[src/rtl/infix_expression_evaluator_top_assert.svh]
// Assertion macros for the infix expression evaluator.
`ifndef INFIX_EXPRESSION_EVALUATOR_TOP_ASSERT_SVH
`define INFIX_EXPRESSION_EVALUATOR_TOP_ASSERT_SVH
`ifndef ASSERT_OFF
`define IEE_ASSERT_IMP(label, clk, rst, ante, cons) \
  label: assert property (@(posedge clk) disable iff (rst) (ante) |-> (cons)) \
    else $error("assertion failed");
`define IEE_ASSERT_NEXT(label, clk, rst, ante, cons) \
  label: assert property (@(posedge clk) disable iff (rst) (ante) |=> (cons)) \
    else $error("assertion failed");
`else
`define IEE_ASSERT_IMP(label, clk, rst, ante, cons)
`define IEE_ASSERT_NEXT(label, clk, rst, ante, cons)
`endif
`endif

[src/rtl/iee_pkg.sv]
// Shared types, codes and the command and status structs for the infix expression evaluator.
package iee_pkg;
  localparam int VALUE_DEPTH = 16;
  localparam int OPERATOR_DEPTH = 16;
  localparam int DATA_WIDTH = 32;
  localparam int VAW = $clog2(VALUE_DEPTH);
  localparam int OAW = $clog2(OPERATOR_DEPTH);
  localparam int VCW = $clog2(VALUE_DEPTH + 1);
  localparam int OCW = $clog2(OPERATOR_DEPTH + 1);
  localparam int DCW = $clog2(DATA_WIDTH + 1);

  typedef enum logic [2:0] {
    OP_NONE = 3'd0, OP_ADD = 3'd1, OP_SUB = 3'd2, OP_MUL = 3'd3, OP_DIV = 3'd4,
    OP_LPAR = 3'd5
  } op_t;

  typedef enum logic [2:0] {
    ST_OK = 3'd0, ST_DIV0 = 3'd1, ST_MALFORMED = 3'd2, ST_OVERFLOW = 3'd3,
    ST_BADCHAR = 3'd4
  } status_t;

  typedef enum logic [3:0] {
    S_IDLE, S_DISPATCH, S_FLUSH, S_LOOP, S_POP_B, S_POP_A, S_EXEC, S_DIV_WAIT,
    S_PUSH, S_PUSHOP, S_FINISH, S_OUT
  } state_t;

  // Datapath commands from the controller.
  typedef struct packed {
    logic       load_char;
    logic       digit;
    logic       push_num;
    logic       push_op;
    op_t        push_code;
    logic       pop_op;
    logic       pop_b;
    logic       pop_a;
    logic       exec;
    logic       div_start;
    logic       push_res;
    logic       set_err;
    status_t    err;
    logic       load_out;
    logic       clear;
  } cmd_t;

  // Datapath status to the controller.
  typedef struct packed {
    logic [7:0]  ch;
    logic        last;
    logic        in_number;
    logic        err_set;
    logic        vfull;
    logic        ofull;
    logic        oempty;
    logic [VCW-1:0] vcount;
    op_t         top_op;
    op_t         cur_op;
    logic        b_zero;
    logic        div_done;
  } sts_t;

  function automatic logic [1:0] prec(op_t op);
    case (op)
      OP_ADD, OP_SUB: prec = 2'd1;
      OP_MUL, OP_DIV: prec = 2'd2;
      default:        prec = 2'd0;
    endcase
  endfunction
endpackage

[src/rtl/infix_expression_evaluator_top.sv]
// Top level of the infix expression evaluator.
//  channel | direction | contents
//  s_axis  | in        | tdata[7:0] char_code, tlast end_of_expr
//  m_axis  | out       | tdata[31:0] value, tuser[2:0] status
// A character is worked by the controller, with a reduction for each operator
// it triggers; a division runs in the
// shift-subtract divider. The last character also drains the stacks, one
// reduction at a time. rst is synchronous and clears the stack counters, the accumulator and the
// error. The input stalls while a character is worked or a result waits;
// the result holds until taken.
module infix_expression_evaluator_top (
  input  logic        clk,
  input  logic        rst,
  input  logic        s_axis_tvalid,
  output logic        s_axis_tready,
  input  logic [7:0]  s_axis_tdata,   // [7:0] char_code
  input  logic        s_axis_tlast,
  output logic        m_axis_tvalid,
  input  logic        m_axis_tready,
  output logic [31:0] m_axis_tdata,   // [31:0] value
  output logic [2:0]  m_axis_tuser    // [2:0] status
);
  import iee_pkg::*;
  cmd_t    cmd;
  sts_t    sts;
  status_t st;

  iee_control u_ctl (
    .clk(clk), .rst(rst), .in_fire(s_axis_tvalid && s_axis_tready),
    .out_taken(m_axis_tvalid && m_axis_tready), .in_ready(s_axis_tready),
    .out_valid(m_axis_tvalid), .cmd(cmd), .sts(sts)
  );

  iee_datapath u_dp (
    .clk(clk), .rst(rst), .cmd(cmd), .sts(sts), .in_char(s_axis_tdata),
    .in_last(s_axis_tlast), .out_value(m_axis_tdata), .out_status(st)
  );

  assign m_axis_tuser = st;
endmodule

[src/rtl/iee_divider.sv]
// Radix-2 restoring divider for signed operands, truncating toward zero.
module iee_divider (
  input  logic                           clk,
  input  logic                           rst,
  input  logic                           start,
  input  logic [iee_pkg::DATA_WIDTH-1:0] a,
  input  logic [iee_pkg::DATA_WIDTH-1:0] b,
  output logic                           done,
  output logic [iee_pkg::DATA_WIDTH-1:0] q
);
  import iee_pkg::*;
  logic [DATA_WIDTH-1:0] quo, div;
  logic [DATA_WIDTH:0]   rem;
  logic [DCW-1:0]        cnt;
  logic                  busy, neg;
  logic [DATA_WIDTH:0]   trial;

  assign trial = {rem[DATA_WIDTH-1:0], quo[DATA_WIDTH-1]} - {1'b0, div};
  assign q = neg ? (~quo + 1'b1) : quo;

  // One quotient bit per cycle.
  always_ff @(posedge clk) begin
    if (rst) begin
      busy <= 1'b0;
      done <= 1'b0;
    end else begin
      done <= 1'b0;
      if (start) begin
        busy <= 1'b1;
        cnt  <= DCW'(DATA_WIDTH);
        rem  <= '0;
        quo  <= a[DATA_WIDTH-1] ? ~a + 1'b1 : a;
        div  <= b[DATA_WIDTH-1] ? ~b + 1'b1 : b;
        neg  <= a[DATA_WIDTH-1] ^ b[DATA_WIDTH-1];
      end else if (busy) begin
        if (!trial[DATA_WIDTH]) begin
          rem <= trial;
          quo <= {quo[DATA_WIDTH-2:0], 1'b1};
        end else begin
          rem <= {rem[DATA_WIDTH-1:0], quo[DATA_WIDTH-1]};
          quo <= {quo[DATA_WIDTH-2:0], 1'b0};
        end
        cnt <= cnt - 1'b1;
        if (cnt == DCW'(1)) begin
          busy <= 1'b0;
          done <= 1'b1;
        end
      end
    end
  end
endmodule

[src/rtl/iee_datapath.sv]
// Datapath: stacks, number accumulator, arithmetic unit and result register.
module iee_datapath (
  input  logic                           clk,
  input  logic                           rst,
  input  iee_pkg::cmd_t                  cmd,
  output iee_pkg::sts_t                  sts,
  input  logic [7:0]                     in_char,
  input  logic                           in_last,
  output logic [iee_pkg::DATA_WIDTH-1:0] out_value,
  output iee_pkg::status_t               out_status
);
  import iee_pkg::*;
  logic [DATA_WIDTH-1:0] vstack [VALUE_DEPTH];
  op_t                   ostack [OPERATOR_DEPTH];
  logic [VCW-1:0]        vcount;
  logic [OCW-1:0]        ocount;
  logic [DATA_WIDTH-1:0] accum, opa, opb, res, vtop;
  logic                  in_number, last;
  logic [7:0]            ch;
  status_t               err;
  op_t                   cur;
  logic                  div_done;
  logic [DATA_WIDTH-1:0] quo;

  iee_divider u_div (
    .clk(clk), .rst(rst), .start(cmd.div_start), .a(opa), .b(opb),
    .done(div_done), .q(quo)
  );

  assign vtop = vstack[VAW'(vcount - 1'b1)];

  // Status to the controller.
  always_comb begin
    sts.ch        = ch;
    sts.last      = last;
    sts.in_number = in_number;
    sts.err_set   = (err != ST_OK);
    sts.vfull     = (vcount == VCW'(VALUE_DEPTH));
    sts.ofull     = (ocount == OCW'(OPERATOR_DEPTH));
    sts.oempty    = (ocount == '0);
    sts.vcount    = vcount;
    sts.top_op    = ostack[OAW'(ocount - 1'b1)];
    sts.cur_op    = cur;
    sts.b_zero    = (opb == '0);
    sts.div_done  = div_done;
  end

  // Stack storage, written in place, with the popped operands, the character register and the result.
  always_ff @(posedge clk) begin
    if (cmd.push_num) vstack[VAW'(vcount)] <= accum;
    if (cmd.push_res) vstack[VAW'(vcount)] <= res;
    if (cmd.push_op)  ostack[OAW'(ocount)] <= cmd.push_code;
    if (cmd.pop_op)   cur <= ostack[OAW'(ocount - 1'b1)];
    if (cmd.pop_b)    opb <= vtop;
    if (cmd.pop_a)    opa <= vtop;
    if (cmd.load_char) begin
      ch   <= in_char;
      last <= in_last;
    end
    // Arithmetic result for the popped operator.
    if (cmd.exec) begin
      case (cur)
        OP_ADD:  res <= opa + opb;
        OP_SUB:  res <= opa - opb;
        OP_MUL:  res <= opa * opb;
        default: res <= res;
      endcase
    end
    if (div_done) res <= quo;
  end

  // Counters, accumulator and sticky error.
  always_ff @(posedge clk) begin
    if (rst || cmd.clear) begin
      vcount    <= '0;
      ocount    <= '0;
      accum     <= '0;
      in_number <= 1'b0;
      err       <= ST_OK;
    end else begin
      if (cmd.digit) begin
        in_number <= 1'b1;
        accum <= (in_number ? (accum << 3) + (accum << 1) : '0)
                 + DATA_WIDTH'(ch - 8'h30);
      end
      if (cmd.push_num) begin
        in_number <= 1'b0;
        accum     <= '0;
      end
      if (cmd.push_num || cmd.push_res) vcount <= vcount + 1'b1;
      if (cmd.pop_b || cmd.pop_a)       vcount <= vcount - 1'b1;
      if (cmd.push_op) ocount <= ocount + 1'b1;
      if (cmd.pop_op)  ocount <= ocount - 1'b1;
      if (cmd.set_err && err == ST_OK) err <= cmd.err;
    end
  end

  // Result register.
  always_ff @(posedge clk) begin
    if (cmd.load_out) begin
      out_status <= (err == ST_OK && vcount != VCW'(1)) ? ST_MALFORMED : err;
      out_value  <= (err == ST_OK && vcount == VCW'(1)) ? vstack[0] : '0;
    end
  end
endmodule

[src/rtl/iee_control.sv]
// Controller state machine sequencing characters and reductions.
module iee_control (
  input  logic           clk,
  input  logic           rst,
  input  logic           in_fire,
  input  logic           out_taken,
  output logic           in_ready,
  output logic           out_valid,
  output iee_pkg::cmd_t  cmd,
  input  iee_pkg::sts_t  sts
);
  import iee_pkg::*;
  `include "infix_expression_evaluator_top_assert.svh"
  state_t state, state_next;
  op_t    pend, pend_next;
  logic   closing, closing_next;
  logic   is_digit;
  op_t    ch_op;

  assign is_digit = (sts.ch >= 8'h30) && (sts.ch <= 8'h39);

  always_comb begin
    case (sts.ch)
      8'h2B:   ch_op = OP_ADD;
      8'h2D:   ch_op = OP_SUB;
      8'h2A:   ch_op = OP_MUL;
      8'h2F:   ch_op = OP_DIV;
      default: ch_op = OP_NONE;
    endcase
  end

  always_ff @(posedge clk) begin
    if (rst) begin
      state   <= S_IDLE;
      pend    <= OP_NONE;
      closing <= 1'b0;
    end else begin
      state   <= state_next;
      pend    <= pend_next;
      closing <= closing_next;
    end
  end

  // Next state. The loop state decides whether another reduction runs.
  always_comb begin
    state_next   = state;
    pend_next    = pend;
    closing_next = closing;
    case (state)
      S_IDLE: if (in_fire) state_next = S_DISPATCH;
      S_DISPATCH: begin
        closing_next = 1'b0;
        if (sts.err_set) state_next = S_FINISH;
        else if (is_digit) state_next = S_FINISH;
        else if (sts.in_number) state_next = S_FLUSH;
        else if (sts.ch == 8'h20) state_next = S_FINISH;
        else if (sts.ch == 8'h28) state_next = S_PUSHOP;
        else if (sts.ch == 8'h29) begin
          closing_next = 1'b1;
          state_next = S_LOOP;
        end else if (ch_op != OP_NONE) begin
          pend_next = ch_op;
          state_next = S_LOOP;
        end else state_next = S_FINISH;
      end
      S_FLUSH: state_next = sts.vfull ? S_FINISH : S_DISPATCH;
      S_LOOP: begin
        if (sts.err_set) state_next = S_FINISH;
        else if (closing) begin
          if (sts.oempty || sts.top_op == OP_LPAR) state_next = S_FINISH;
          else state_next = S_POP_B;
        end else if (!sts.oempty && prec(sts.top_op) >= prec(pend))
          state_next = S_POP_B;
        else state_next = S_PUSHOP;
      end
      S_POP_B: state_next =
        (sts.cur_op == OP_LPAR || sts.vcount < VCW'(2)) ? S_LOOP : S_POP_A;
      S_POP_A: state_next = S_EXEC;
      S_EXEC: begin
        if (sts.cur_op == OP_DIV)
          state_next = sts.b_zero ? S_LOOP : S_DIV_WAIT;
        else state_next = S_PUSH;
      end
      S_DIV_WAIT: if (sts.div_done) state_next = S_PUSH;
      S_PUSH:   state_next = S_LOOP;
      S_PUSHOP: state_next = S_FINISH;
      S_FINISH: begin
        // The character is done, so the pending operator and close mark end here.
        pend_next    = OP_NONE;
        closing_next = 1'b0;
        if (!sts.last) state_next = S_IDLE;
        else if (!sts.err_set && sts.in_number) state_next = S_FLUSH;
        else if (!sts.err_set && !sts.oempty) state_next = S_POP_B;
        else state_next = S_OUT;
      end
      S_OUT: if (out_taken) state_next = S_IDLE;
      default: state_next = S_IDLE;
    endcase
    // After flushing on the last item, return to the final drain.
    if (state == S_FLUSH && sts.last && (is_digit || sts.ch == 8'h20 || sts.err_set))
      state_next = S_FINISH;
    // Reductions at the end return to the drain instead of the loop.
    if (state_next == S_LOOP && !closing_next && pend_next == OP_NONE)
      state_next = S_FINISH;
  end

  // Command outputs.
  always_comb begin
    cmd = '0;
    in_ready  = (state == S_IDLE);
    out_valid = (state == S_OUT);
    case (state)
      S_IDLE: cmd.load_char = in_fire;
      S_DISPATCH: begin
        if (!sts.err_set) begin
          if (is_digit) cmd.digit = 1'b1;
          else if (!sts.in_number && sts.ch != 8'h20 && sts.ch != 8'h28 &&
                   sts.ch != 8'h29 && ch_op == OP_NONE) begin
            cmd.set_err = 1'b1;
            cmd.err = ST_BADCHAR;
          end
        end
      end
      S_FLUSH: begin
        if (sts.vfull) begin
          cmd.set_err = 1'b1;
          cmd.err = ST_OVERFLOW;
        end else cmd.push_num = 1'b1;
      end
      S_LOOP: begin
        if (!sts.err_set && closing) begin
          if (sts.oempty) begin
            cmd.set_err = 1'b1;
            cmd.err = ST_MALFORMED;
          end else if (sts.top_op == OP_LPAR) cmd.pop_op = 1'b1;
          else cmd.pop_op = 1'b1;
        end else if (!sts.err_set && !sts.oempty && prec(sts.top_op) >= prec(pend))
          cmd.pop_op = 1'b1;
      end
      S_POP_B: begin
        if (sts.cur_op == OP_LPAR || sts.vcount < VCW'(2)) begin
          cmd.set_err = 1'b1;
          cmd.err = ST_MALFORMED;
        end else cmd.pop_b = 1'b1;
      end
      S_POP_A: cmd.pop_a = 1'b1;
      S_EXEC: begin
        if (sts.cur_op == OP_DIV) begin
          if (sts.b_zero) begin
            cmd.set_err = 1'b1;
            cmd.err = ST_DIV0;
          end else cmd.div_start = 1'b1;
        end else cmd.exec = 1'b1;
      end
      S_PUSH: begin
        if (sts.vfull) begin
          cmd.set_err = 1'b1;
          cmd.err = ST_OVERFLOW;
        end else cmd.push_res = 1'b1;
      end
      S_PUSHOP: begin
        if (sts.ofull) begin
          cmd.set_err = 1'b1;
          cmd.err = ST_OVERFLOW;
        end else if (!sts.err_set) begin
          cmd.push_op = 1'b1;
          cmd.push_code = (sts.ch == 8'h28) ? OP_LPAR : pend;
        end
      end
      S_FINISH: begin
        if (sts.last && (sts.err_set || (!sts.in_number && sts.oempty)))
          cmd.load_out = 1'b1;
        if (sts.last && !sts.err_set && !sts.in_number && !sts.oempty)
          cmd.pop_op = 1'b1;
      end
      S_OUT: cmd.clear = out_taken;
      default: ;
    endcase
  end

  `IEE_ASSERT_IMP(a_ready_idle, clk, rst, in_ready, !out_valid)
  `IEE_ASSERT_NEXT(a_load_out, clk, rst, cmd.load_out, state == S_OUT)
  `IEE_ASSERT_IMP(a_div_in_exec, clk, rst, cmd.div_start, sts.cur_op == OP_DIV)
endmodule
[config.mk]
export PLATFORM = sky130hd
export DESIGN_NAME = infix_expression_evaluator_top
export DESIGN_NICKNAME = d
export VERILOG_FILES = /design/src/rtl/iee_pkg.sv /design/src/rtl/infix_expression_evaluator_top.sv /design/src/rtl/iee_divider.sv /design/src/rtl/iee_datapath.sv /design/src/rtl/iee_control.sv
export VERILOG_INCLUDE_DIRS = /design/src /design/src/rtl
export SDC_FILE = /design/constraint.sdc
export NUM_CORES = 2
export LEC_CHECK = 0
export ABC_AREA = 0
export BUFFER_PORTS_ARGS = -buffer_cell sky130_fd_sc_hd__buf_2
export CAP_MARGIN = 5
export CORE_AREA = 5 5 327 409
export DETAILED_ROUTE_END_ITERATION = 7
export DIE_AREA = 0 0 332 414
export GPL_ROUTABILITY_DRIVEN = 0
export PLACE_DENSITY = 0.64
export SLEW_MARGIN = 20
export SYNTH_ARGS = -nofsm -noshare
export SYNTH_HDL_FRONTEND = slang
export SYNTH_SLANG_ARGS = --single-unit
[constraint.sdc]
create_clock -name clk -period 9.55 [get_ports clk]
set_input_delay 0.955 -clock clk [delete_from_list [all_inputs] [get_ports clk]]
set_output_delay 0.955 -clock clk [all_outputs]
set_load 0.01 [all_outputs]
# Yosys cells after proc, flatten, opt, wreduce, memory -nomap -nowiden
# Memory sizes are Yosys's and may differ from the RTL's. A register that Yosys moved wholly into a read port is not among the register bits.
# Cells that the tools add are included.
dict set report classes {
  n_eq_ne 41
  muxes 117
  n_lt_le_gt_ge 5
  add_sub_neg 14
  reduce_logical 61
  bitwise_logic 7
  mul 1
}
# operator count
set ops {}
lappend ops {{$mux 32} 10}
lappend ops {{$mux 4} 34}
lappend ops {{$add 32x1->32 const B} 3}
lappend ops {{$add 32x32->32} 3}
lappend ops {{$not 32->32} 3}
lappend ops {{$pmux 32 s3} 1}
lappend ops {{$eq 8x6->1 const B} 7}
lappend ops {{$pmux 4 s12} 1}
lappend ops {{$mux 1} 37}
lappend ops {{$sub 33x32->33} 1}
lappend ops {{$logic_not 32->1} 1}
lappend ops {{$mul 32x32->32} 1}
lappend ops {{$sub 32x32->32} 1}
lappend ops {{$mux 31} 1}
lappend ops {{$mux 3} 10}
lappend ops {{$logic_and 1x1->1} 24}
lappend ops {{$ne 8x6->1 const B} 3}
lappend ops {{$pmux 4 s6} 1}
lappend ops {{$mux 2} 11}
lappend ops {{$mux 5} 4}
lappend ops {{$eq 3x2->1 const B} 6}
lappend ops {{$eq 4x3->1 const B} 4}
lappend ops {{$eq 4x4->1 const B} 4}
lappend ops {{$eq 3x3->1 const B} 5}
lappend ops {{other kinds (34)} 70}
dict set report word_totals {
  out_inout_bits 37
  inputBits 13
  wordCells 272
  n_memories 2
  mem_bits_rw 560
  register_bits 270
}
# memory words word_bits read_ports rd_clocked_by_memory_dff write_ports line
set memory_table {}
lappend memory_table {u_dp.vstack 16 32 2 1 1 iee_datapath.sv:13} ;# logic [DATA_WIDTH-1:0] vstack [VALUE_DEPTH];
lappend memory_table {u_dp.ostack 16 3 1 0 1 iee_datapath.sv:14} ;# op_t ostack [OPERATOR_DEPTH];

# Logic depth before layout (Yosys ltp)
# An unclocked memory read counts as a cell.
dict set report logic_depth {
  word_depth 19
  depth_mapped 28
  ltp_nobuf 26
}

# Cells and area by module
# From an unflattened synthesis, not the netlist that was laid out.
dict set report hier_totals {
  hier_cells 4879
  hier_area_um2 58721.3
}
# mod area_each_um2 seq_area_each_um2 n_inst cells_per_inst
set modules_own_cells {}
lappend modules_own_cells {iee_datapath 49583.8 22031.1 1 3881}
lappend modules_own_cells {iee_divider 7846.3 3133.0 1 813}
lappend modules_own_cells {iee_control 1278.7 160.2 1 183}
lappend modules_own_cells {infix_expression_evaluator_top 12.5 0.0 1 2}

# Worst setup path after synthesis
# OpenSTA, ideal clock, no wires.
dict set report synth_path {
  kind {flip-flop to flip-flop}
  start {register u_dp.opa[8]}
  end {register u_dp.res[31], data pin}
  arrival_ps 6807
  setup_slack_ps 2477
  synth_period_minus_slack_ps 7073
  stages_incl_launch_ff 28
  n_path_buf 2
  setup_ps 267
  required_time_ps 9283
  path_cell_list {edfxtp_1 clkbuf_1 clkbuf_1 and2_1 fa_1 inv_1 fa_1 fa_1 fa_1 inv_1 ha_1 ha_1 fa_1 inv_1 fa_1 inv_1 ha_1 a21o_1 a21o_1 a2111oi_0 o21ai_0 nand3_1 a21oi_1 o31ai_1 o21ai_0 xnor2_1 o21ai_0 a2bb2oi_1}
}
dict set report synth_between {
  elab_chain_len 4
  elab_cells_between_ends 6
  classes_between {add/sub (2); mul (1); mux (3)}
}
# item line
set synth_rtl {}
lappend synth_rtl {{start: declaration} iee_datapath.sv:17} ;# logic [DATA_WIDTH-1:0] accum, opa, opb, res, vtop;
lappend synth_rtl {{start signal: assignment} iee_datapath.sv:55} ;# if (cmd.pop_a) opa <= vtop;
lappend synth_rtl {{$mul 32x32->32 (tied with other cells)} iee_datapath.sv:65} ;# OP_MUL: res <= opa * opb;
lappend synth_rtl {{$pmux 32 s3 (*)} iee_datapath.sv:62} ;# case (cur)
lappend synth_rtl {{$mux 32 (*)} iee_datapath.sv:61} ;# if (cmd.exec) begin
lappend synth_rtl {{$mux 32 (*)} iee_datapath.sv:69} ;# if (div_done) res <= quo;
lappend synth_rtl {{end signal: assignment} iee_datapath.sv:63} ;# OP_ADD: res <= opa + opb;
lappend synth_rtl {{end signal: assignment} iee_datapath.sv:65}
lappend synth_rtl {{end signal: assignment} iee_datapath.sv:69}
lappend synth_rtl {{end: declaration} iee_datapath.sv:17}
# Every way passes the cells marked *; elsewhere a longest branch is shown, timed or not. The select of a mux whose other input is x is not followed.
# A chain may end at the register's enable or synchronous reset.

# Worst setup path after layout
dict set report layout_path {
  start {register u_dp.opb[3]}
  end {register u_dp.res[30], data pin}
}
dict set report layout_between {
  elab_chain_len 4
  elab_cells_between_ends 6
  classes_between {add/sub (2); mul (1); mux (3)}
}
# item line
set layout_rtl {}
lappend layout_rtl {{start: declaration} iee_datapath.sv:17}
lappend layout_rtl {{start signal: assignment} iee_datapath.sv:54} ;# if (cmd.pop_b) opb <= vtop;
lappend layout_rtl {{$mul 32x32->32 (tied with other cells)} iee_datapath.sv:65}
lappend layout_rtl {{$pmux 32 s3 (*)} iee_datapath.sv:62}
lappend layout_rtl {{$mux 32 (*)} iee_datapath.sv:61}
lappend layout_rtl {{$mux 32 (*)} iee_datapath.sv:69}
# Marks and branches as above.

==> impl_metrics.sql <==
INSERT INTO impl_metrics (metric_group, metric, value, unit) VALUES
('die', 'boundaryPins', '50', ''),
('clock_network', 'cts_max_path_bufs', '3', ''),
('synthesis', 'yosysTopAreaCell', 'edfxtp_1', ''),
('clock_network', 'cts_repair_resize_count', '0', ''),
('timing', 'maxSlewHeadroom', '24.4', '%'),
('final_layout', 'drive_above_1_share', '11.0', '%'),
('timing', 'report.final.hold_viol_count', '0', ''),
('synthesis', 'netlist.area_leader.share', '41.8', '%'),
('global_routing', 'grt.total_usage', '22.3', '%'),
('synthesis', 'synth.ff_latch_count', '862', ''),
('synthesis', 'most_numerous_cell_types_in_the_synthesized_netlist', '806 x edfxtp_1, 485 x inv_1, 443 x nand2_1', ''),
('pwr', 'power.leakage', '0.0244', 'uW'),
('clock_network', 'postCtsSetupBuffers', '0', ''),
('timing', 'final_clock_period_utilization_by_the_worst_path', '84.8', '%'),
('synthesis', 'synth.net_count', '5531', ''),
('clock_network', 'tritoncts.num_buffers', '83', ''),
('global_routing', 'antenna_violations_before_repair', '4', ''),
('synthesis', 'post_synth_top_flop', 'edfxtp_1', ''),
('drt', 'ant_nets', '0', ''),
('die', 'design.die.area', '0.137', 'mm2'),
('final_layout', 'synthToLayoutAreaGrowth', '8.72', '%'),
('synthesis', 'netlist-cell-type-count', '77', ''),
('clock_network', 'cts-hold-fix-buffers', '0', ''),
('synthesis', 'synth.most_common_cell', 'edfxtp_1', ''),
('drt', 'dr_total_vias', '37400', ''),
('final_layout', 'final_nets', '5510', ''),
('timing', 'rsz0062_at_grt', 'false', ''),
('setup_path', 'cp_data_arrival_time', '8.46', 'ns'),
('place', 'placed_cells', '6461', ''),
('die', 'fp.dieH', '414', 'um'),
('status', 'status', 'finished clean', ''),
('synthesis', 'synthArstFlopShare', '0', '%'),
('die', 'placeable_core_region', '0.129', 'mm2'),
('setup_path', 'path_class', 'reg -> reg', ''),
('clock_network', 'clock-sinks', '862', ''),
('synthesis', 'synth_top_cells_by_area', 'edfxtp_1 42%, fa_1 14%, mux4_2 6.7%', ''),
('clock_network', 'clock_root_buffer', 'clkbuf_16', ''),
('setup_path', 'startpoint_type', 'flop', ''),
('timing', 'final.setup.tns', '0', 'ns'),
('die', 'floorplan.initialDensity', '44.7', '%'),
('clock_network', 'cts_htree_levels', '3', ''),
('drt', 'totalWireLength', '154', 'mm'),
('place', 'dp.final_hpwl', '108', 'mm'),
('timing', 'worst-slew-pin-transition', '1.13', 'ns'),
('timing', 'final.setup_skew', '0.0402', 'ns'),
('synthesis', 'number_of_cells_produced_by_synthesis', '4843', ''),
('synthesis', 'synth.cell_area', '0.0579', 'mm2'),
('final_layout', 'cell_area_after_layout', '0.0629', 'mm2'),
('synthesis', 'post_synth.cell_area_avg', '11.9', 'um2'),
('clock_network', 'tritoncts_clock_tree', 'built', ''),
('place', 'portBuffers', '49', ''),
('place', 'total_cell_area_at_the_placement_stage', '0.0602', 'mm2'),
('drt', 'first_pass_iters', '6', ''),
('die', 'die_width', '332', 'um'),
('drt', 'drc_errors', '0', ''),
('place', 'place_worst_setup_slack', '1.54', 'ns'),
('setup_path', 'setup.worst_path.end_class', 'flop', ''),
('synthesis', 'yosys_warnings', '0', ''),
('drt', 'vias_per_cell', '5.65', ''),
('global_routing', 'global_route_wire_length_before_repair', '237', 'mm'),
('die', 'fp-row-count', '148', ''),
('pwr', 'power.density', '156', 'mW/mm2'),
('timing', 'final-max-slew-violation-count', '0', ''),
('synthesis', 'yosysSeqAreaShare', '43.8', '%'),
('drt', 'first_iter_violations', '3116', ''),
('timing', 'finalCriticalPeriod', '8.10', 'ns'),
('synthesis', 'synth_enable_flop_cells', '806', ''),
('global_routing', 'grt_start_max_net_pins', '72', ''),
('clock_network', 'insertion_delay', '0.69', 'ns'),
('timing', 'timing.fmax', '123', 'MHz'),
('final_layout', 'instances_no_fill', '6618', ''),
('drt', 'drt_wl_cell', '23.2', 'um'),
('global_routing', 'grt-ovfl-total', '0', ''),
('global_routing', 'grt_pass1_vias', '39200', ''),
('pwr', 'vdd_drop_max', '0.183', 'mV'),
('clock_network', 'clkSlewWorstSetupHoldPaths', '0.07', 'ns'),
('setup_path', 'worstPathRequired', '9.91', 'ns'),
('timing', 'setup_slack', '1.45', 'ns'),
('timing', 'setup-violations-final', '0', ''),
('flow_run', 'cap_violations', '0', ''),
('hold_path', 'worst_hold_path_type', 'in -> reg', ''),
('setup_path', 'critical_path_peak_fanout', '33', '');
layout make-up:
cell class	instances	area [um2]
Clock buffer	101	2210
Clock inverter	53	526
Inverter	485	1820
Antenna cell	2	5.00
Fill cell	11400	66500
Sequential cell	862	25300
Tap cell	1725	2160
Multi-Input combinational cell	3242	29900
Timing Repair Buffer	148	996
state kept, by name (all words and copies together) (netlist names), 6 cells and up:
register / cells
u_dp.accum: 32
u_dp.ch: 8
u_dp.opa: 32
u_dp.opb: 32
u_dp.ostack: 48
u_dp.out_value: 32
u_dp.res: 32
u_dp.u_div.cnt: 6
u_dp.u_div.div: 32
u_dp.u_div.quo: 32
u_dp.u_div.rem: 32
u_dp.vstack: 512
metrics by stage:
| step | util (%) | hold slack [ns] | power, uW |
|---|---|---|---|
| 2_1_floorplan | - | 0.445 | 5890 |
| 3_3_place_gp | 46.5 | 0.470 | 6580 |
| 3_5_place_dp | 46.5 | 0.468 | 6590 |
| 4_1_cts | 48.6 | 0.411 | 9920 |
| 5_1_grt | 48.6 | 0.434 | 10200 |
| 6_report | 48.6 | 0.453 | 9840 |
worst paths after layout:
check                        from               to  slack (ns)  cells after the start
setup reg to reg      u_dp.opb[3]     u_dp.res[30]        1.45                     24
setup / recovery      u_dp.opb[3]     u_dp.res[30]        1.45                     24
hold reg to reg   u_dp.u_div.busy  u_dp.u_div.done        0.49                      1
hold / removal    s_axis_tdata[1]       u_dp.ch[1]        0.45                      1
power breakdown:
part / internal [uW] / switching, uW / total (uW)
Clock: 1860 / 1480 / 3340
Sequential: 4420 / 130 / 4550
Combinational: 789 / 1160 / 1950
placed cells by master, fill, tap and decap left out, drive strengths merged, types with 13 or more instances in the layout:
master  Yosys  final
clkinv      0     35
nand2     443    443
o21bai     24     24
o21ai     181    181
o31ai      36     36
o41ai      13     13
ha        263    263
nand3      75     75
dfxtp      56     56
mux4      172    172
clkbuf    228    101
or4        23     23
o21a       22     22
a211oi     38     38
a21oi     207    207
xor2      130    130
inv       485    490
fa        412    412
edfxtp    806    806
buf        26    148
nor3       54     54
and2      382    382
and3       28     28
a21o       66     66
nor2b      28     28
xnor2     183    183
nor4       22     22
nor2      188    188
nand2b     38     38
mux2       33     33
a31oi      21     21
or3        29     29
kinds of logic after synthesis:
logic type | share of synthesized area [%]
AO/OA/AOI/OAI | 7.44
AND/OR/NAND/NOR | 11.8
multiplexers | 7.51
flip-flops | 43.8
adder cells (fa/ha/maj) | 19.9
buffers and inverters | 4.82
XOR/XNOR | 4.74
worst max-delay path: stages, from the launching register on:
cell and delay, ns:
edfxtp_1 1.10, and2_1 0.27, fa_1 0.42, inv_1 0.07, fa_1 0.42, fa_1 0.48, fa_1 0.55, inv_1 0.04
ha_1 0.27, ha_1 0.32, fa_1 0.54, inv_1 0.06, fa_1 0.54, inv_1 0.04, ha_1 0.35, and4_1 0.27
nand3_1 0.08, o21ai_0 0.42, a221oi_1 0.17, a311oi_1 0.57, a31oi_1 0.22, o21bai_1 0.16, a21oi_1 0.09, xor2_1 0.16
o221ai_1 0.12
routing by layer:
metal  vias up  share of wire [%]  track usage (%)
met4         2                4.9             9.23
met2      1193                 50             39.0
met1     19000                 39             28.0
li1      16800                  -                -
met3       365                5.8             3.17
met5         -             0.0084                0
Note: power is estimated with default switching activity, not from simulation.
